[src/bsrf_pkg.sv]
// ----------------------------------------------------------------------------
// bsrf_pkg: shared types and constants for the bitmap store
// Field widths, opcodes, sequencer states and the control/status bundles
// passed between the sequencer and the shared word unit.
// ----------------------------------------------------------------------------
package bsrf_pkg;

  // fixed field widths
  localparam int OP_W  = 2;
  localparam int POS_W = 11;
  localparam int END_W = 12;
  localparam int CFG_W = 7;

  // defaults for the top-level parameters
  localparam int WORD_BITS_DEF = 32;
  localparam int NUM_WORDS_DEF = 64;

  // capacity in words after reset
  localparam int CAP_RESET = 64;

  // request opcodes
  typedef enum logic [OP_W-1:0] {
    OP_GET  = 2'd0,
    OP_SET  = 2'd1,
    OP_CLR  = 2'd2,
    OP_FILL = 2'd3
  } bsrf_op_t;

  // sequencer states
  typedef enum logic [2:0] {
    S_CLEAR,
    S_IDLE,
    S_CHECK,
    S_BASE,
    S_WALK,
    S_MERGE,
    S_GBIT,
    S_DONE
  } bsrf_state_t;

  // commands to the shared word unit
  typedef struct packed {
    logic split;  // word index of position via reciprocal multiply
    logic base;   // bit base of that word, load word address
    logic step;   // advance to the next word
  } bsrf_ucmd_t;

  // status from the shared word unit
  typedef struct packed {
    logic full;   // mask covers the whole word
    logic more;   // range continues past the current word
  } bsrf_ustat_t;

endpackage

[src/bsrf_req_if.sv]
// ----------------------------------------------------------------------------
// bsrf_req_if: request channel
// Valid/ready channel carrying one bitmap operation.
// ----------------------------------------------------------------------------
interface bsrf_req_if;
  import bsrf_pkg::*;

  logic              valid;
  logic              ready;
  bsrf_op_t          op;
  logic [POS_W-1:0]  position;
  logic [END_W-1:0]  range_end;
  logic              fill_value;

  modport source (output valid, op, position, range_end, fill_value, input ready);
  modport sink   (input valid, op, position, range_end, fill_value, output ready);
endinterface

[src/bsrf_rsp_if.sv]
// ----------------------------------------------------------------------------
// bsrf_rsp_if: result channel
// Valid/ready channel carrying the read bit and the bounds flag.
// ----------------------------------------------------------------------------
interface bsrf_rsp_if;
  logic valid;
  logic ready;
  logic bit_value;
  logic out_of_range;

  modport source (output valid, bit_value, out_of_range, input ready);
  modport sink   (input valid, bit_value, out_of_range, output ready);
endinterface

[src/bsrf_ram.sv]
// ----------------------------------------------------------------------------
// bsrf_ram: generic single-write, single-read RAM
// One write port and one read port with registered read data.
// ----------------------------------------------------------------------------
module bsrf_ram #(
  parameter  int WIDTH  = 32,
  parameter  int DEPTH  = 64,
  localparam int ADDR_W = (DEPTH > 1) ? $clog2(DEPTH) : 1
) (
  input  logic              clk,
  input  logic              wr_en,
  input  logic [ADDR_W-1:0] wr_addr,
  input  logic [WIDTH-1:0]  wr_data,
  input  logic              rd_en,
  input  logic [ADDR_W-1:0] rd_addr,
  output logic [WIDTH-1:0]  rd_data
);

  logic [WIDTH-1:0] mem [DEPTH];
  logic [WIDTH-1:0] rd_data_r;

  // write port
  always_ff @(posedge clk) begin
    if (wr_en) begin
      mem[wr_addr] <= wr_data;
    end
  end

  // registered read port
  always_ff @(posedge clk) begin
    if (rd_en) begin
      rd_data_r <= mem[rd_addr];
    end
  end

  assign rd_data = rd_data_r;

endmodule

[src/bsrf_unit.sv]
// ----------------------------------------------------------------------------
// bsrf_unit: shared word unit
// Splits a bit position into a word index, tracks the bit base and word
// address of the current word, and builds edge masks and merged words.
// ----------------------------------------------------------------------------
module bsrf_unit #(
  parameter  int WORD_BITS = bsrf_pkg::WORD_BITS_DEF,
  parameter  int NUM_WORDS = bsrf_pkg::NUM_WORDS_DEF,
  localparam int ADDR_W    = (NUM_WORDS > 1) ? $clog2(NUM_WORDS) : 1
) (
  input  logic                        clk,
  input  bsrf_pkg::bsrf_ucmd_t        ucmd,
  input  logic [bsrf_pkg::POS_W-1:0]  pos,
  input  logic [bsrf_pkg::END_W-1:0]  rng_end,
  input  logic                        fill_val,
  input  logic [WORD_BITS-1:0]        rd_data,
  output logic [ADDR_W-1:0]           addr,
  output logic [WORD_BITS-1:0]        wr_data,
  output logic                        bit_value,
  output bsrf_pkg::bsrf_ustat_t       ustat
);
  import bsrf_pkg::*;

  // reciprocal of the word width, exact for every position value
  localparam int SPLIT_SH = POS_W + $clog2(WORD_BITS);
  localparam int RECIP    = ((1 << SPLIT_SH) + WORD_BITS - 1) / WORD_BITS;
  localparam int PROD_W   = SPLIT_SH + POS_W;
  localparam int BASE_W   = END_W + 1;
  localparam int SH_W     = $clog2(WORD_BITS + 1);
  localparam int BI_W     = (WORD_BITS > 1) ? $clog2(WORD_BITS) : 1;

  localparam logic [BASE_W-1:0]    WB   = BASE_W'(WORD_BITS);
  localparam logic [WORD_BITS-1:0] ONES = '1;

  logic [POS_W-1:0]     q_r;
  logic [BASE_W-1:0]    base_r;
  logic [ADDR_W-1:0]    addr_r;
  logic [PROD_W-1:0]    prod;
  logic [BASE_W-1:0]    pos_x;
  logic [BASE_W-1:0]    end_x;
  logic [BASE_W-1:0]    next_base;
  logic [SH_W-1:0]      lo;
  logic [SH_W-1:0]      hi;
  logic [WORD_BITS-1:0] mask;
  logic [BI_W-1:0]      bit_idx;

  // word index by multiply with the reciprocal
  assign prod = PROD_W'(pos) * PROD_W'(RECIP);

  // index, base and address registers
  always_ff @(posedge clk) begin
    if (ucmd.split) begin
      q_r <= prod[SPLIT_SH +: POS_W];
    end
    if (ucmd.base) begin
      base_r <= BASE_W'(q_r) * WB;
      addr_r <= ADDR_W'(q_r);
    end else if (ucmd.step) begin
      base_r <= next_base;
      addr_r <= addr_r + ADDR_W'(1);
    end
  end

  assign pos_x     = BASE_W'(pos);
  assign end_x     = BASE_W'(rng_end);
  assign next_base = base_r + WB;

  // edge offsets within the current word
  always_comb begin
    lo = (pos_x > base_r) ? SH_W'(pos_x - base_r) : '0;
    hi = (end_x < next_base) ? SH_W'(end_x - base_r) : SH_W'(WORD_BITS);
  end

  // mask of bits lo up to hi-1
  assign mask = ~(ONES << hi) & (ONES << lo);

  assign wr_data = fill_val ? (rd_data | mask) : (rd_data & ~mask);

  // single bit pick for get
  assign bit_idx   = BI_W'(pos_x - base_r);
  assign bit_value = rd_data[bit_idx];

  assign addr       = addr_r;
  assign ustat.full = &mask;
  assign ustat.more = next_base < end_x;

endmodule

[src/bsrf_seq.sv]
// ----------------------------------------------------------------------------
// bsrf_seq: request sequencer
// Clears the store after reset, checks bounds, walks the words of a request
// through the shared unit and the RAM, and holds the result register.
// ----------------------------------------------------------------------------
module bsrf_seq #(
  parameter  int WORD_BITS = bsrf_pkg::WORD_BITS_DEF,
  parameter  int NUM_WORDS = bsrf_pkg::NUM_WORDS_DEF,
  parameter  int CAP_W     = bsrf_pkg::CFG_W + $clog2(bsrf_pkg::WORD_BITS_DEF + 1),
  localparam int ADDR_W    = (NUM_WORDS > 1) ? $clog2(NUM_WORDS) : 1
) (
  input  logic                        clk,
  input  logic                        rst_n,
  bsrf_req_if.sink                    in_ch,
  bsrf_rsp_if.source                  out_ch,
  input  logic [CAP_W-1:0]            cap_bits,
  output bsrf_pkg::bsrf_ucmd_t        ucmd,
  input  bsrf_pkg::bsrf_ustat_t       ustat,
  input  logic [ADDR_W-1:0]           u_addr,
  input  logic [WORD_BITS-1:0]        u_wr_data,
  input  logic                        u_bit,
  output logic [bsrf_pkg::POS_W-1:0]  pos,
  output logic [bsrf_pkg::END_W-1:0]  rng_end,
  output logic                        fill_val,
  output logic                        ram_we,
  output logic [ADDR_W-1:0]           ram_waddr,
  output logic [WORD_BITS-1:0]        ram_wdata,
  output logic                        ram_re,
  output logic [ADDR_W-1:0]           ram_raddr
);
  import bsrf_pkg::*;

  localparam int CMP_W = (CAP_W > END_W) ? CAP_W : END_W;
  localparam logic [ADDR_W-1:0] LAST_ADDR = ADDR_W'(NUM_WORDS - 1);

  bsrf_state_t      state_r, state_nxt;
  bsrf_op_t         op_r, op_nxt;
  logic [POS_W-1:0] pos_r, pos_nxt;
  logic [END_W-1:0] end_r, end_nxt;
  logic             fv_r, fv_nxt;
  logic [ADDR_W-1:0] clr_r, clr_nxt;
  logic             res_bit_r, res_bit_nxt;
  logic             res_oor_r, res_oor_nxt;
  logic             out_valid_r;
  logic             out_bit_r;
  logic             out_oor_r;
  logic             in_ready;
  logic             out_load;
  logic [CMP_W-1:0] cap_x, pos_x, end_x;

  assign cap_x = CMP_W'(cap_bits);
  assign pos_x = CMP_W'(pos_r);
  assign end_x = CMP_W'(end_r);

  // state and control registers
  always_ff @(posedge clk) begin
    if (!rst_n) begin
      state_r <= S_CLEAR;
      clr_r   <= '0;
    end else begin
      state_r <= state_nxt;
      clr_r   <= clr_nxt;
    end
  end

  // request and pending result registers
  always_ff @(posedge clk) begin
    op_r      <= op_nxt;
    pos_r     <= pos_nxt;
    end_r     <= end_nxt;
    fv_r      <= fv_nxt;
    res_bit_r <= res_bit_nxt;
    res_oor_r <= res_oor_nxt;
  end

  // next state and outputs
  always_comb begin
    state_nxt   = state_r;
    op_nxt      = op_r;
    pos_nxt     = pos_r;
    end_nxt     = end_r;
    fv_nxt      = fv_r;
    clr_nxt     = clr_r;
    res_bit_nxt = res_bit_r;
    res_oor_nxt = res_oor_r;
    ucmd        = '0;
    ram_we      = 1'b0;
    ram_waddr   = u_addr;
    ram_wdata   = u_wr_data;
    ram_re      = 1'b0;
    ram_raddr   = u_addr;
    in_ready    = 1'b0;
    out_load    = 1'b0;

    unique case (state_r)
      // clearing sweep after reset
      S_CLEAR: begin
        ram_we    = 1'b1;
        ram_waddr = clr_r;
        ram_wdata = '0;
        clr_nxt   = clr_r + ADDR_W'(1);
        if (clr_r == LAST_ADDR) begin
          state_nxt = S_IDLE;
        end
      end

      // take a request; single-bit writes become one-bit ranges
      S_IDLE: begin
        in_ready = 1'b1;
        if (in_ch.valid) begin
          op_nxt  = in_ch.op;
          pos_nxt = in_ch.position;
          case (in_ch.op) inside
            OP_SET, OP_CLR: begin
              end_nxt = END_W'(in_ch.position) + END_W'(1);
              fv_nxt  = (in_ch.op == OP_SET);
            end
            default: begin
              end_nxt = in_ch.range_end;
              fv_nxt  = in_ch.fill_value;
            end
          endcase
          state_nxt = S_CHECK;
        end
      end

      // bounds check, word index split
      S_CHECK: begin
        ucmd.split  = 1'b1;
        res_bit_nxt = 1'b0;
        res_oor_nxt = 1'b0;
        case (op_r) inside
          OP_GET: begin
            state_nxt = (pos_x < cap_x) ? S_BASE : S_DONE;
          end
          OP_SET, OP_CLR: begin
            if (pos_x < cap_x) begin
              state_nxt = S_BASE;
            end else begin
              res_oor_nxt = 1'b1;
              state_nxt   = S_DONE;
            end
          end
          default: begin
            if (pos_x > end_x || end_x > cap_x) begin
              res_oor_nxt = 1'b1;
              state_nxt   = S_DONE;
            end else if (pos_x == end_x) begin
              state_nxt = S_DONE;
            end else begin
              state_nxt = S_BASE;
            end
          end
        endcase
      end

      // word base and address
      S_BASE: begin
        ucmd.base = 1'b1;
        state_nxt = S_WALK;
      end

      // read for get or edge word, direct write for whole words
      S_WALK: begin
        if (op_r == OP_GET) begin
          ram_re    = 1'b1;
          state_nxt = S_GBIT;
        end else if (ustat.full) begin
          ram_we    = 1'b1;
          ucmd.step = 1'b1;
          state_nxt = ustat.more ? S_WALK : S_DONE;
        end else begin
          ram_re    = 1'b1;
          state_nxt = S_MERGE;
        end
      end

      // write back an edge word
      S_MERGE: begin
        ram_we    = 1'b1;
        ucmd.step = 1'b1;
        state_nxt = ustat.more ? S_WALK : S_DONE;
      end

      // pick the bit for get
      S_GBIT: begin
        res_bit_nxt = u_bit;
        state_nxt   = S_DONE;
      end

      // hand the result to the output register
      S_DONE: begin
        if (!out_valid_r || out_ch.ready) begin
          out_load  = 1'b1;
          state_nxt = S_IDLE;
        end
      end

      default: begin
        state_nxt = S_IDLE;
      end
    endcase
  end

  // output register
  always_ff @(posedge clk) begin
    if (!rst_n) begin
      out_valid_r <= 1'b0;
    end else if (out_load) begin
      out_valid_r <= 1'b1;
    end else if (out_ch.ready) begin
      out_valid_r <= 1'b0;
    end
  end

  always_ff @(posedge clk) begin
    if (out_load) begin
      out_bit_r <= res_bit_r;
      out_oor_r <= res_oor_r;
    end
  end

  assign in_ch.ready         = in_ready;
  assign out_ch.valid        = out_valid_r;
  assign out_ch.bit_value    = out_bit_r;
  assign out_ch.out_of_range = out_oor_r;

  assign pos      = pos_r;
  assign rng_end  = end_r;
  assign fill_val = fv_r;

  // a request always goes to the bounds check next
  a_accept_check: assert property (@(posedge clk) disable iff (!rst_n)
    (in_ready && in_ch.valid) |=> (state_r == S_CHECK))
    else $error("accepted request did not enter bounds check");

  // the store is written only by the sweep or the walk
  a_write_states: assert property (@(posedge clk) disable iff (!rst_n)
    ram_we |-> (state_r == S_CLEAR || state_r == S_WALK || state_r == S_MERGE))
    else $error("store written outside clear or walk");

  // an edge-word merge always follows its read
  a_merge_after_read: assert property (@(posedge clk) disable iff (!rst_n)
    (state_r == S_MERGE) |-> ($past(state_r) == S_WALK && $past(ram_re)))
    else $error("merge without preceding read");

  // a held result is never overwritten
  a_result_held: assert property (@(posedge clk) disable iff (!rst_n)
    (out_valid_r && !out_ch.ready) |-> !out_load)
    else $error("pending result overwritten");

  // a get never flags bounds, a write never returns a bit
  a_result_exclusive: assert property (@(posedge clk) disable iff (!rst_n)
    out_valid_r |-> !(out_bit_r && out_oor_r))
    else $error("result carries both bit and bounds flag");

endmodule

[src/bitmap_store_with_range_fill_core.sv]
// Single-bit requests go through check, base and walk, then a bit pick or a merge,
// before the core is ready again. A fill reads then merges each edge word on the one
// RAM port pair and writes whole words inside the range directly; rejected or empty
// requests skip the walk. One request is in flight at a time; the result register
// frees the input side. After reset the store is swept to zero, one word a cycle,
// before the first request is taken; capacity resets to 64 words, or NUM_WORDS if fewer.
// ----------------------------------------------------------------------------
// bitmap_store_with_range_fill_core: bitmap store with range fill
// Word-organised bitmap with get, set, clear and masked range fill requests,
// bounded by a programmable capacity in words.
// ----------------------------------------------------------------------------
module bitmap_store_with_range_fill_core #(
  parameter int WORD_BITS = bsrf_pkg::WORD_BITS_DEF,
  parameter int NUM_WORDS = bsrf_pkg::NUM_WORDS_DEF
) (
  input  logic                        clk,
  input  logic                        rst_n,
  bsrf_req_if.sink                    in_ch,
  bsrf_rsp_if.source                  out_ch,
  input  logic                        cfg_wr_en,
  input  logic [bsrf_pkg::CFG_W-1:0]  cfg_wr_data
);
  import bsrf_pkg::*;

  localparam int ADDR_W    = (NUM_WORDS > 1) ? $clog2(NUM_WORDS) : 1;
  localparam int CAP_W     = CFG_W + $clog2(WORD_BITS + 1);
  localparam int RST_WORDS = (CAP_RESET > NUM_WORDS) ? NUM_WORDS : CAP_RESET;
  localparam logic [CAP_W-1:0] CAP_RST_BITS = CAP_W'(RST_WORDS * WORD_BITS);

  logic [CAP_W-1:0]     cap_bits_r, cap_bits_nxt;
  logic [CFG_W-1:0]     cap_words;
  bsrf_ucmd_t           ucmd;
  bsrf_ustat_t          ustat;
  logic [ADDR_W-1:0]    u_addr;
  logic [WORD_BITS-1:0] u_wr_data;
  logic                 u_bit;
  logic [POS_W-1:0]     pos;
  logic [END_W-1:0]     rng_end;
  logic                 fill_val;
  logic                 ram_we;
  logic [ADDR_W-1:0]    ram_waddr;
  logic [WORD_BITS-1:0] ram_wdata;
  logic                 ram_re;
  logic [ADDR_W-1:0]    ram_raddr;
  logic [WORD_BITS-1:0] ram_rdata;

  // capacity in bits, clamped to the store
  always_comb begin
    cap_words    = (32'(cfg_wr_data) > 32'(NUM_WORDS)) ? CFG_W'(NUM_WORDS) : cfg_wr_data;
    cap_bits_nxt = CAP_W'(cap_words) * CAP_W'(WORD_BITS);
  end

  always_ff @(posedge clk) begin
    if (!rst_n) begin
      cap_bits_r <= CAP_RST_BITS;
    end else if (cfg_wr_en) begin
      cap_bits_r <= cap_bits_nxt;
    end
  end

  // sequencer
  bsrf_seq #(
    .WORD_BITS (WORD_BITS),
    .NUM_WORDS (NUM_WORDS),
    .CAP_W     (CAP_W)
  ) u_seq (
    .clk       (clk),
    .rst_n     (rst_n),
    .in_ch     (in_ch),
    .out_ch    (out_ch),
    .cap_bits  (cap_bits_r),
    .ucmd      (ucmd),
    .ustat     (ustat),
    .u_addr    (u_addr),
    .u_wr_data (u_wr_data),
    .u_bit     (u_bit),
    .pos       (pos),
    .rng_end   (rng_end),
    .fill_val  (fill_val),
    .ram_we    (ram_we),
    .ram_waddr (ram_waddr),
    .ram_wdata (ram_wdata),
    .ram_re    (ram_re),
    .ram_raddr (ram_raddr)
  );

  // shared word unit
  bsrf_unit #(
    .WORD_BITS (WORD_BITS),
    .NUM_WORDS (NUM_WORDS)
  ) u_unit (
    .clk       (clk),
    .ucmd      (ucmd),
    .pos       (pos),
    .rng_end   (rng_end),
    .fill_val  (fill_val),
    .rd_data   (ram_rdata),
    .addr      (u_addr),
    .wr_data   (u_wr_data),
    .bit_value (u_bit),
    .ustat     (ustat)
  );

  // bitmap words
  bsrf_ram #(
    .WIDTH (WORD_BITS),
    .DEPTH (NUM_WORDS)
  ) u_ram (
    .clk     (clk),
    .wr_en   (ram_we),
    .wr_addr (ram_waddr),
    .wr_data (ram_wdata),
    .rd_en   (ram_re),
    .rd_addr (ram_raddr),
    .rd_data (ram_rdata)
  );

endmodule
[src/flat_wrapper.sv]
// flat-port wrapper written by rule: the top's interface ports become plain ports
module bitmap_store_with_range_fill_core_flat import bsrf_pkg::*;
#(
  parameter int WORD_BITS = bsrf_pkg::WORD_BITS_DEF,
  parameter int NUM_WORDS = bsrf_pkg::NUM_WORDS_DEF
)
  (clk, rst_n, cfg_wr_en, cfg_wr_data, in_ch_valid, in_ch_op, in_ch_position, in_ch_range_end, in_ch_fill_value, in_ch_ready, out_ch_valid, out_ch_bit_value, out_ch_out_of_range, out_ch_ready);
  bsrf_req_if in_ch_i ();
  bsrf_rsp_if out_ch_i ();
  input  logic clk;
  input  logic rst_n;
  input  logic cfg_wr_en;
  input  logic [bsrf_pkg::CFG_W-1:0] cfg_wr_data;
  input wire logic [$bits(in_ch_i.valid)-1:0] in_ch_valid;
  input wire logic [$bits(in_ch_i.op)-1:0] in_ch_op;
  input wire logic [$bits(in_ch_i.position)-1:0] in_ch_position;
  input wire logic [$bits(in_ch_i.range_end)-1:0] in_ch_range_end;
  input wire logic [$bits(in_ch_i.fill_value)-1:0] in_ch_fill_value;
  output wire logic [$bits(in_ch_i.ready)-1:0] in_ch_ready;
  output wire logic [$bits(out_ch_i.valid)-1:0] out_ch_valid;
  output wire logic [$bits(out_ch_i.bit_value)-1:0] out_ch_bit_value;
  output wire logic [$bits(out_ch_i.out_of_range)-1:0] out_ch_out_of_range;
  input wire logic [$bits(out_ch_i.ready)-1:0] out_ch_ready;
  assign in_ch_i.valid = in_ch_valid;
  assign in_ch_i.op = in_ch_op;
  assign in_ch_i.position = in_ch_position;
  assign in_ch_i.range_end = in_ch_range_end;
  assign in_ch_i.fill_value = in_ch_fill_value;
  assign in_ch_ready = in_ch_i.ready;
  assign out_ch_valid = out_ch_i.valid;
  assign out_ch_bit_value = out_ch_i.bit_value;
  assign out_ch_out_of_range = out_ch_i.out_of_range;
  assign out_ch_i.ready = out_ch_ready;
  bitmap_store_with_range_fill_core #(.WORD_BITS(WORD_BITS), .NUM_WORDS(NUM_WORDS)) u_core (.clk(clk), .rst_n(rst_n), .in_ch(in_ch_i), .out_ch(out_ch_i), .cfg_wr_en(cfg_wr_en), .cfg_wr_data(cfg_wr_data));
endmodule
[config.mk]
export PLATFORM = sky130hd
export DESIGN_NAME = bitmap_store_with_range_fill_core_flat
export DESIGN_NICKNAME = d
export VERILOG_FILES = /design/src/bsrf_pkg.sv /design/src/bsrf_req_if.sv /design/src/bsrf_rsp_if.sv /design/src/bsrf_ram.sv /design/src/bsrf_unit.sv /design/src/bsrf_seq.sv /design/src/bitmap_store_with_range_fill_core.sv /design/src/flat_wrapper.sv
export SDC_FILE = /design/constraint.sdc
export NUM_CORES = 2
export LEC_CHECK = 0
export ABC_AREA = 1
export BUFFER_PORTS_ARGS = -buffer_cell sky130_fd_sc_hd__buf_4
export CAP_MARGIN = 10
export CORE_ASPECT_RATIO = 0.8
export CORE_MARGIN = 2
export CORE_UTILIZATION = 25
export CTS_BUF_LIST = sky130_fd_sc_hd__clkbuf_4 sky130_fd_sc_hd__clkbuf_8
export DETAILED_ROUTE_END_ITERATION = 6
export RECOVER_POWER = 100
export SLEW_MARGIN = 15
export SYNTH_ARGS = -nofsm -noshare
export SYNTH_HDL_FRONTEND = slang
export SYNTH_SLANG_ARGS = --single-unit
[constraint.sdc]
create_clock -name clk -period 14.4 [get_ports clk]
set_input_delay 2.88 -clock clk [delete_from_list [all_inputs] [get_ports clk]]
set_output_delay 2.88 -clock clk [all_outputs]
set_load 0.1 [all_outputs]
# Word-level counts from Yosys, hierarchy flattened
# Memories as Yosys holds them, arrays and structs flattened. A register that Yosys moved wholly into a read port is not among the register bits.
# Index checks and enable logic that the tools add are counted.
# word_totals
input_bits	38
regBits	72
elab_cells	115
ram_bits	2048
memories	1
output_inout_bits	4
# memory_table
name	words	word_bits	read_ports	rd_clocked_by_memory_dff	write_ports	line	text
u_core.u_ram.mem	64	32	1	1	1	bsrf_ram.sv:19	logic [WIDTH-1:0] mem [DEPTH];
# op_classes
shifts	2
magnitude_cmp	8
n_addsub	6
n_bitwise	5
reduce_logical	14
n_eq_ne	16
n_mux	46
# ops
cell	n
$and A32 B32 Y32	2
$mux W32	2
$not A32 Y32	2
$shl A32 B6 Y32 const A	2
$or A32 B32 Y32	1
$reduce_and A32 Y1	1
$mux W6	5
$mux W3	8
$pmux W3 S8	1
$mux W1	19
$add A13 B6 Y13 const B	1
$gt A11 B13 Y1	1
$lt A12 B13 Y1	1
$lt A13 B12 Y1	1
$mux W13	1
$add A11 B1 Y12 const B	1
$add A6 B1 Y6 const B	2
$eq A11 B12 Y1	1
$eq A3 B3 Y1 const B	4
$gt A11 B12 Y1	1
$gt A12 B12 Y1	1
$lt A11 B12 Y1	1
$mux W12	1
$sub A6 B6 Y6	2
21 further kinds	35

# Depth between registers and ports, before layout
# depth
ltp_word	12
mapped_depth	24

# Modules after synthesis
# A second synthesis with hierarchy kept.
# unflattened
cells_unflattened	7709
area_unflattened_um2	89349.4
# modules_own_cells
mod	area_per_inst_um2	cells_each	n_inst	seq_area_each_um2
bsrf_ram	83058.4	6769	1	62459.9
bsrf_seq	3168.0	448	1	1101.1
bsrf_unit	2835.2	454	1	600.6
bitmap_store_with_range_fill_core	287.8	38	1	140.1

# Worst setup path after synthesis
# No wires, ideal clock.
# synth_path
kind	register -> register
from	register u_core.u_unit.base_r[5]
to	memory u_core.u_ram.mem[0][29] (data pin)
required_ns	13.632
setup_slack_ns	8.275
setup_time_ns	0.768
stages_incl_launch_ff	19
arrival_ns	5.357
cell_sequence	edfxtp_1 ha_1 nand2_1 nor2_1 nand2_1 xor2_1 inv_1 ha_1 nand3_1 nor2_2 nand2_2 nand3_2 buf_2 nor2_1 nor2_1 inv_1 a21oi_1 a21oi_1 a311oi_1
# synth_between
elab_chain_len	10
# synth_lines
item	line	text
start, declared	bsrf_unit.sv:36	logic [BASE_W-1:0] base_r;
start signal, assigned	bsrf_unit.sv:56	base_r <= BASE_W'(q_r) * WB;
start signal, assigned	bsrf_unit.sv:59	base_r <= next_base;
$add A13 B6 Y13 (*)	bsrf_unit.sv:66	assign next_base = base_r + WB;
named net u_core.u_unit.next_base[11]	bsrf_unit.sv:41	logic [BASE_W-1:0] next_base;
$lt A12 B13 Y1 (*)	bsrf_unit.sv:71	hi = (end_x < next_base) ? SH_W'(end_x - base_r) : SH_W'(WORD_BITS);
$mux W6 (*)	bsrf_unit.sv:71	
$shl A32 B6 Y32 (*)	bsrf_unit.sv:75	assign mask = ~(ONES << hi) & (ONES << lo);
$not A32 Y32 (*)	bsrf_unit.sv:75	
$and A32 B32 Y32 (*)	bsrf_unit.sv:75	
$not A32 Y32	bsrf_unit.sv:77	assign wr_data = fill_val ? (rd_data | mask) : (rd_data & ~mask);
$and A32 B32 Y32	bsrf_unit.sv:77	
$mux W32 (*)	bsrf_unit.sv:77	
$mux W32 (*)	bsrf_seq.sv:95	unique case (state_r)
named net u_core.ram_wdata[29]	bitmap_store_with_range_fill_core.sv:42	logic [WORD_BITS-1:0] ram_wdata;
end, declared	bsrf_ram.sv:19	
# The timed path passes the listed nets; every way through them passes the cells marked *.

==> impl_metrics.py <==
metrics = {
    "outcome": {
        "status": "complete, but fails checks",
        "violations": "max-capacitance violations, max-slew violations",
    },
    "setup_path": {
        "reg2reg_depth": 8,
        "critPathMostFrequentCell": "clkbuf_1",
        "r2r_start": "u_core.u_unit.addr[2]",
        "max_stage_delay_ps": 2740,
        "critical_path.max_fanout": 54,
        "cp_cell_sequence": "clkbuf_1 > clkbuf_1 > clkinvlp_2 > clkbuf_1 > o221ai_1 > nand3_1 > a31oi_1 > a32o_1",
        "worstReg2RegEnd": "u_core.u_ram.rd_data[23]",
        "critical_path_class": "register to register",
        "end_kind": "register",
        "cp-start-kind": "register",
        "crit_arrival_ps": 10590,
        "crit_required_ps": 15160,
        "crit_path_top_delay_cell": "clkbuf_1",
        "rrSetupSlack_ps": 4560,
    },
    "timing": {
        "slew_headroom_pct": -223,
        "finalCritPeriodShare_pct": 68.3,
        "grt_setup_unrepaired": "false",
        "max_freq_ghz": 0.102,
        "finalClockSkew_ps": 105,
        "finalWorstSetupSlack_ps": 4560,
        "fin_tns_setup_ps": 0,
        "worst_pin_slew_ps": 4840,
        "period_needed_ps": 9840,
        "setup_viol": 0,
        "slew_violations": 4378,
        "hold_viol": 0,
    },
    "finish": {
        "n_fill_cell": 34648,
        "final_cell_mix": "edfxtp_1, nor2_1, o21ai_0",
        "area_delta_synth_final_pct": 12.9,
        "final_common_cell": "edfxtp_1",
        "utilization_pct": 28.3,
        "fin_nets": 6616,
        "drive_gt1_share_pct": 8.78,
    },
    "place": {
        "gp_congestion": 0.905,
        "portBuffers": 41,
        "hpwlAfterDp_um": 152000,
        "post-place-ws_ps": 8650,
    },
    "clocking": {
        "postCtsSetupRepairBufs": 0,
        "cts_tree": "built",
        "cts_num_sinks": 2147,
        "cts.reportedPaths.clkPinSlew_ps": 70,
        "cts_buffer_depth": 4,
        "cts_buffers": 314,
        "root_buffer": "clkbuf_8",
        "cts_resized": 0,
        "worstSkewPairLatency_ps": 960,
        "cts_hold_buf": 0,
        "htreeDepth": 5,
    },
    "drt": {
        "wire_per_inst_um": 23.8,
        "antenna_left": 0,
        "first_pass_iters": 6,
        "drc": 0,
        "via_per_inst": 5.06,
        "num_vias": 57338,
        "drt-initial-drc-count": 8647,
        "wl_um": 270000,
    },
    "logic_synthesis": {
        "netlist_instances": 6519,
        "async_reset_ff_share_pct": 0,
        "ys_seq_area_share_pct": 75.1,
        "yosys-top-cells-area": "edfxtp_1, o21ai_0, nor2_1",
        "synth_edf_count": 2130,
        "synth_ff_type": "edfxtp_1",
        "yosysWarnings": 0,
        "synth_seq_cells": 2147,
        "postSynthAreaPerCell_um2": 13.1,
        "netlist_area_um2": 85700,
        "post-synth-top-area-fraction_pct": 74.7,
        "ys_types": 45,
        "yosysTopAreaCell": "edfxtp_1",
        "syn_nets": 6599,
    },
    "power": {
        "p_leak_nw": 30.0,
        "peakVddDrop_mv": 0.0822,
        "powerDensity_nw_per_um2": 120,
        "switching_share_pct": 20.9,
        "internal-power_mw": 9.21,
        "sequentialPowerShare_pct": 58.5,
        "p_sw_mw": 2.44,
        "combPwrFrac_pct": 0.7,
        "pwr-share-clk_pct": 40.8,
    },
    "hold_path": {
        "min_from": "u_core.u_seq.res_oor_r",
        "min_path_type": "register to register",
        "holdPathStages": 0,
        "min_to": "u_core.u_seq.out_ch.out_of_range",
    },
    "die": {
        "rows": 192,
        "initial_core_util_pct": 25.1,
        "ios": 42,
        "die_x_um": 658,
        "die_y_um": 528,
        "die_area_um2": 347000,
        "core_area_um2": 342000,
    },
    "global_routing": {
        "antenna_found_initial": 24,
        "grt_max_degree": 194,
        "grt_pass1_vias": 53633,
        "grt_first_pass_wirelength_um": 385000,
        "globalRoute.totalOverflow": 0,
        "grt_usage_pct": 14.9,
    },
    "job": {
        "drv_cap": 114,
    },
}
## stage by stage
step	instance area (µm²)	hold slack (ps)	power, mW	std cells
4_1_cts	97700	423	11.7	11316
3_3_place_gp	91800	411	7.03	10765
6_report	96700	415	11.6	11333
5_1_grt	96700	445	12.0	11329
2_1_floorplan	85700	400	6.98	6519
3_5_place_dp	91800	412	7.04	10769
## flip-flops by register name, summed over array words and instances, names as in the netlist, 2 cells and up
name / cells
u_core.u_ram.mem: 2048
u_core.u_ram.rd_data: 32
u_core.u_seq.rng_end: 12
u_core.u_seq.pos: 11
u_core.u_unit.base_r: 8
u_core.cap_bits_r: 7
u_core.u_seq.clr_r: 6
u_core.u_unit.addr: 6
u_core.u_unit.q_r: 6
u_core.u_seq.state_r: 3
u_core.u_seq.op_r: 2
## kinds of logic after synthesis
kind of cell | share of synthesized area (%)
AOI/OAI and AO/OA | 13.4
buffers and inverters | 2.65
and+or+nand+nor | 8.27
xor gates and xnor gates | 0.0511
adders and majority gates | 0.613
DFF | 75.1
## worst max-delay path by stage
| stage | to | slack, ps | from |
|---|---|---|---|
| 2_1_floorplan | u_core.u_ram.mem[0][29] | 8280 | u_core.u_unit.base_r[5] |
| 3_3_place_gp | u_core.u_ram.mem[0][15] | 8670 | u_core.u_unit.base_r[5] |
| 3_5_place_dp | u_core.u_ram.mem[2][7] | 8650 | u_core.u_unit.base_r[5] |
| 4_1_cts | u_core.u_ram.mem[2][15] | 8660 | u_core.u_unit.base_r[5] |
| 5_1_grt | u_core.u_ram.rd_data[23] | 4360 | u_core.u_unit.addr[2] |
| 6_report | u_core.u_ram.rd_data[23] | 4560 | u_core.u_unit.addr[2] |
## final cells by class
cell class | count | area, µm² | area share [%]
diodes | 7 | 17.5 | 0.0181
clock buffers | 419 | 5130 | 5.31
clock inverters | 128 | 686 | 0.709
inverters | 147 | 582 | 0.602
multi-input cells | 3772 | 19300 | 20.0
flip-flops and latches | 2147 | 64300 | 66.5
well taps | 4559 | 5700 | 5.90
repair buffers | 154 | 977 | 1.01
## worst max-delay path, delay by kind of cell, from the launching register on
family	cells	cell delay, ps
buffers and inverters	4	7590
AOI/OAI and AO/OA	3	1380
DFF	1	320
and+or+nand+nor	1	210
## synth_stat cells (3+ instances only)
master    count
buf_1        17
o22ai_1     325
dfxtp_1      17
a311oi_1      6
o31ai_1       4
a211oi_1      9
edfxtp_1   2130
o221ai_1    194
xor2_1        5
o211ai_1     79
o21bai_1      3
nand3_1     158
a21oi_1     166
a31oi_1      35
nand2_1     322
clkbuf_1    431
nor2_1     1191
nand2_2      17
nand4_1      39
inv_1       136
inv_2        10
o21ai_0    1098
nor3_1       14
ha_1         42
a32o_1       32
nor4_1        3
a221oi_1      3
nor2_2        9
## per-layer routing
layer  GRT usage, %  share of wire (%)  wire (µm)  up-vias
li1               -                  -          -    24630
met1           21.8                 43     116000    28883
met2           21.0                 42     112000     3347
met3           4.18                 12      33600      472
met4           4.60                3.2       8540        6
met5          0.636               0.13        340        -
## power by group through the flow
stage	logic, mW	clock network, mW	registers [mW]
finish	0.0848	4.75	6.81
global route	0.0894	5.07	6.81
CTS	0.0958	4.80	6.81
detailed placement	0.0950	0	6.94
global placement	0.0886	0	6.94
floorplan	0.0401	0	6.94
No activity file was read; power rests on OpenSTA's default activity.
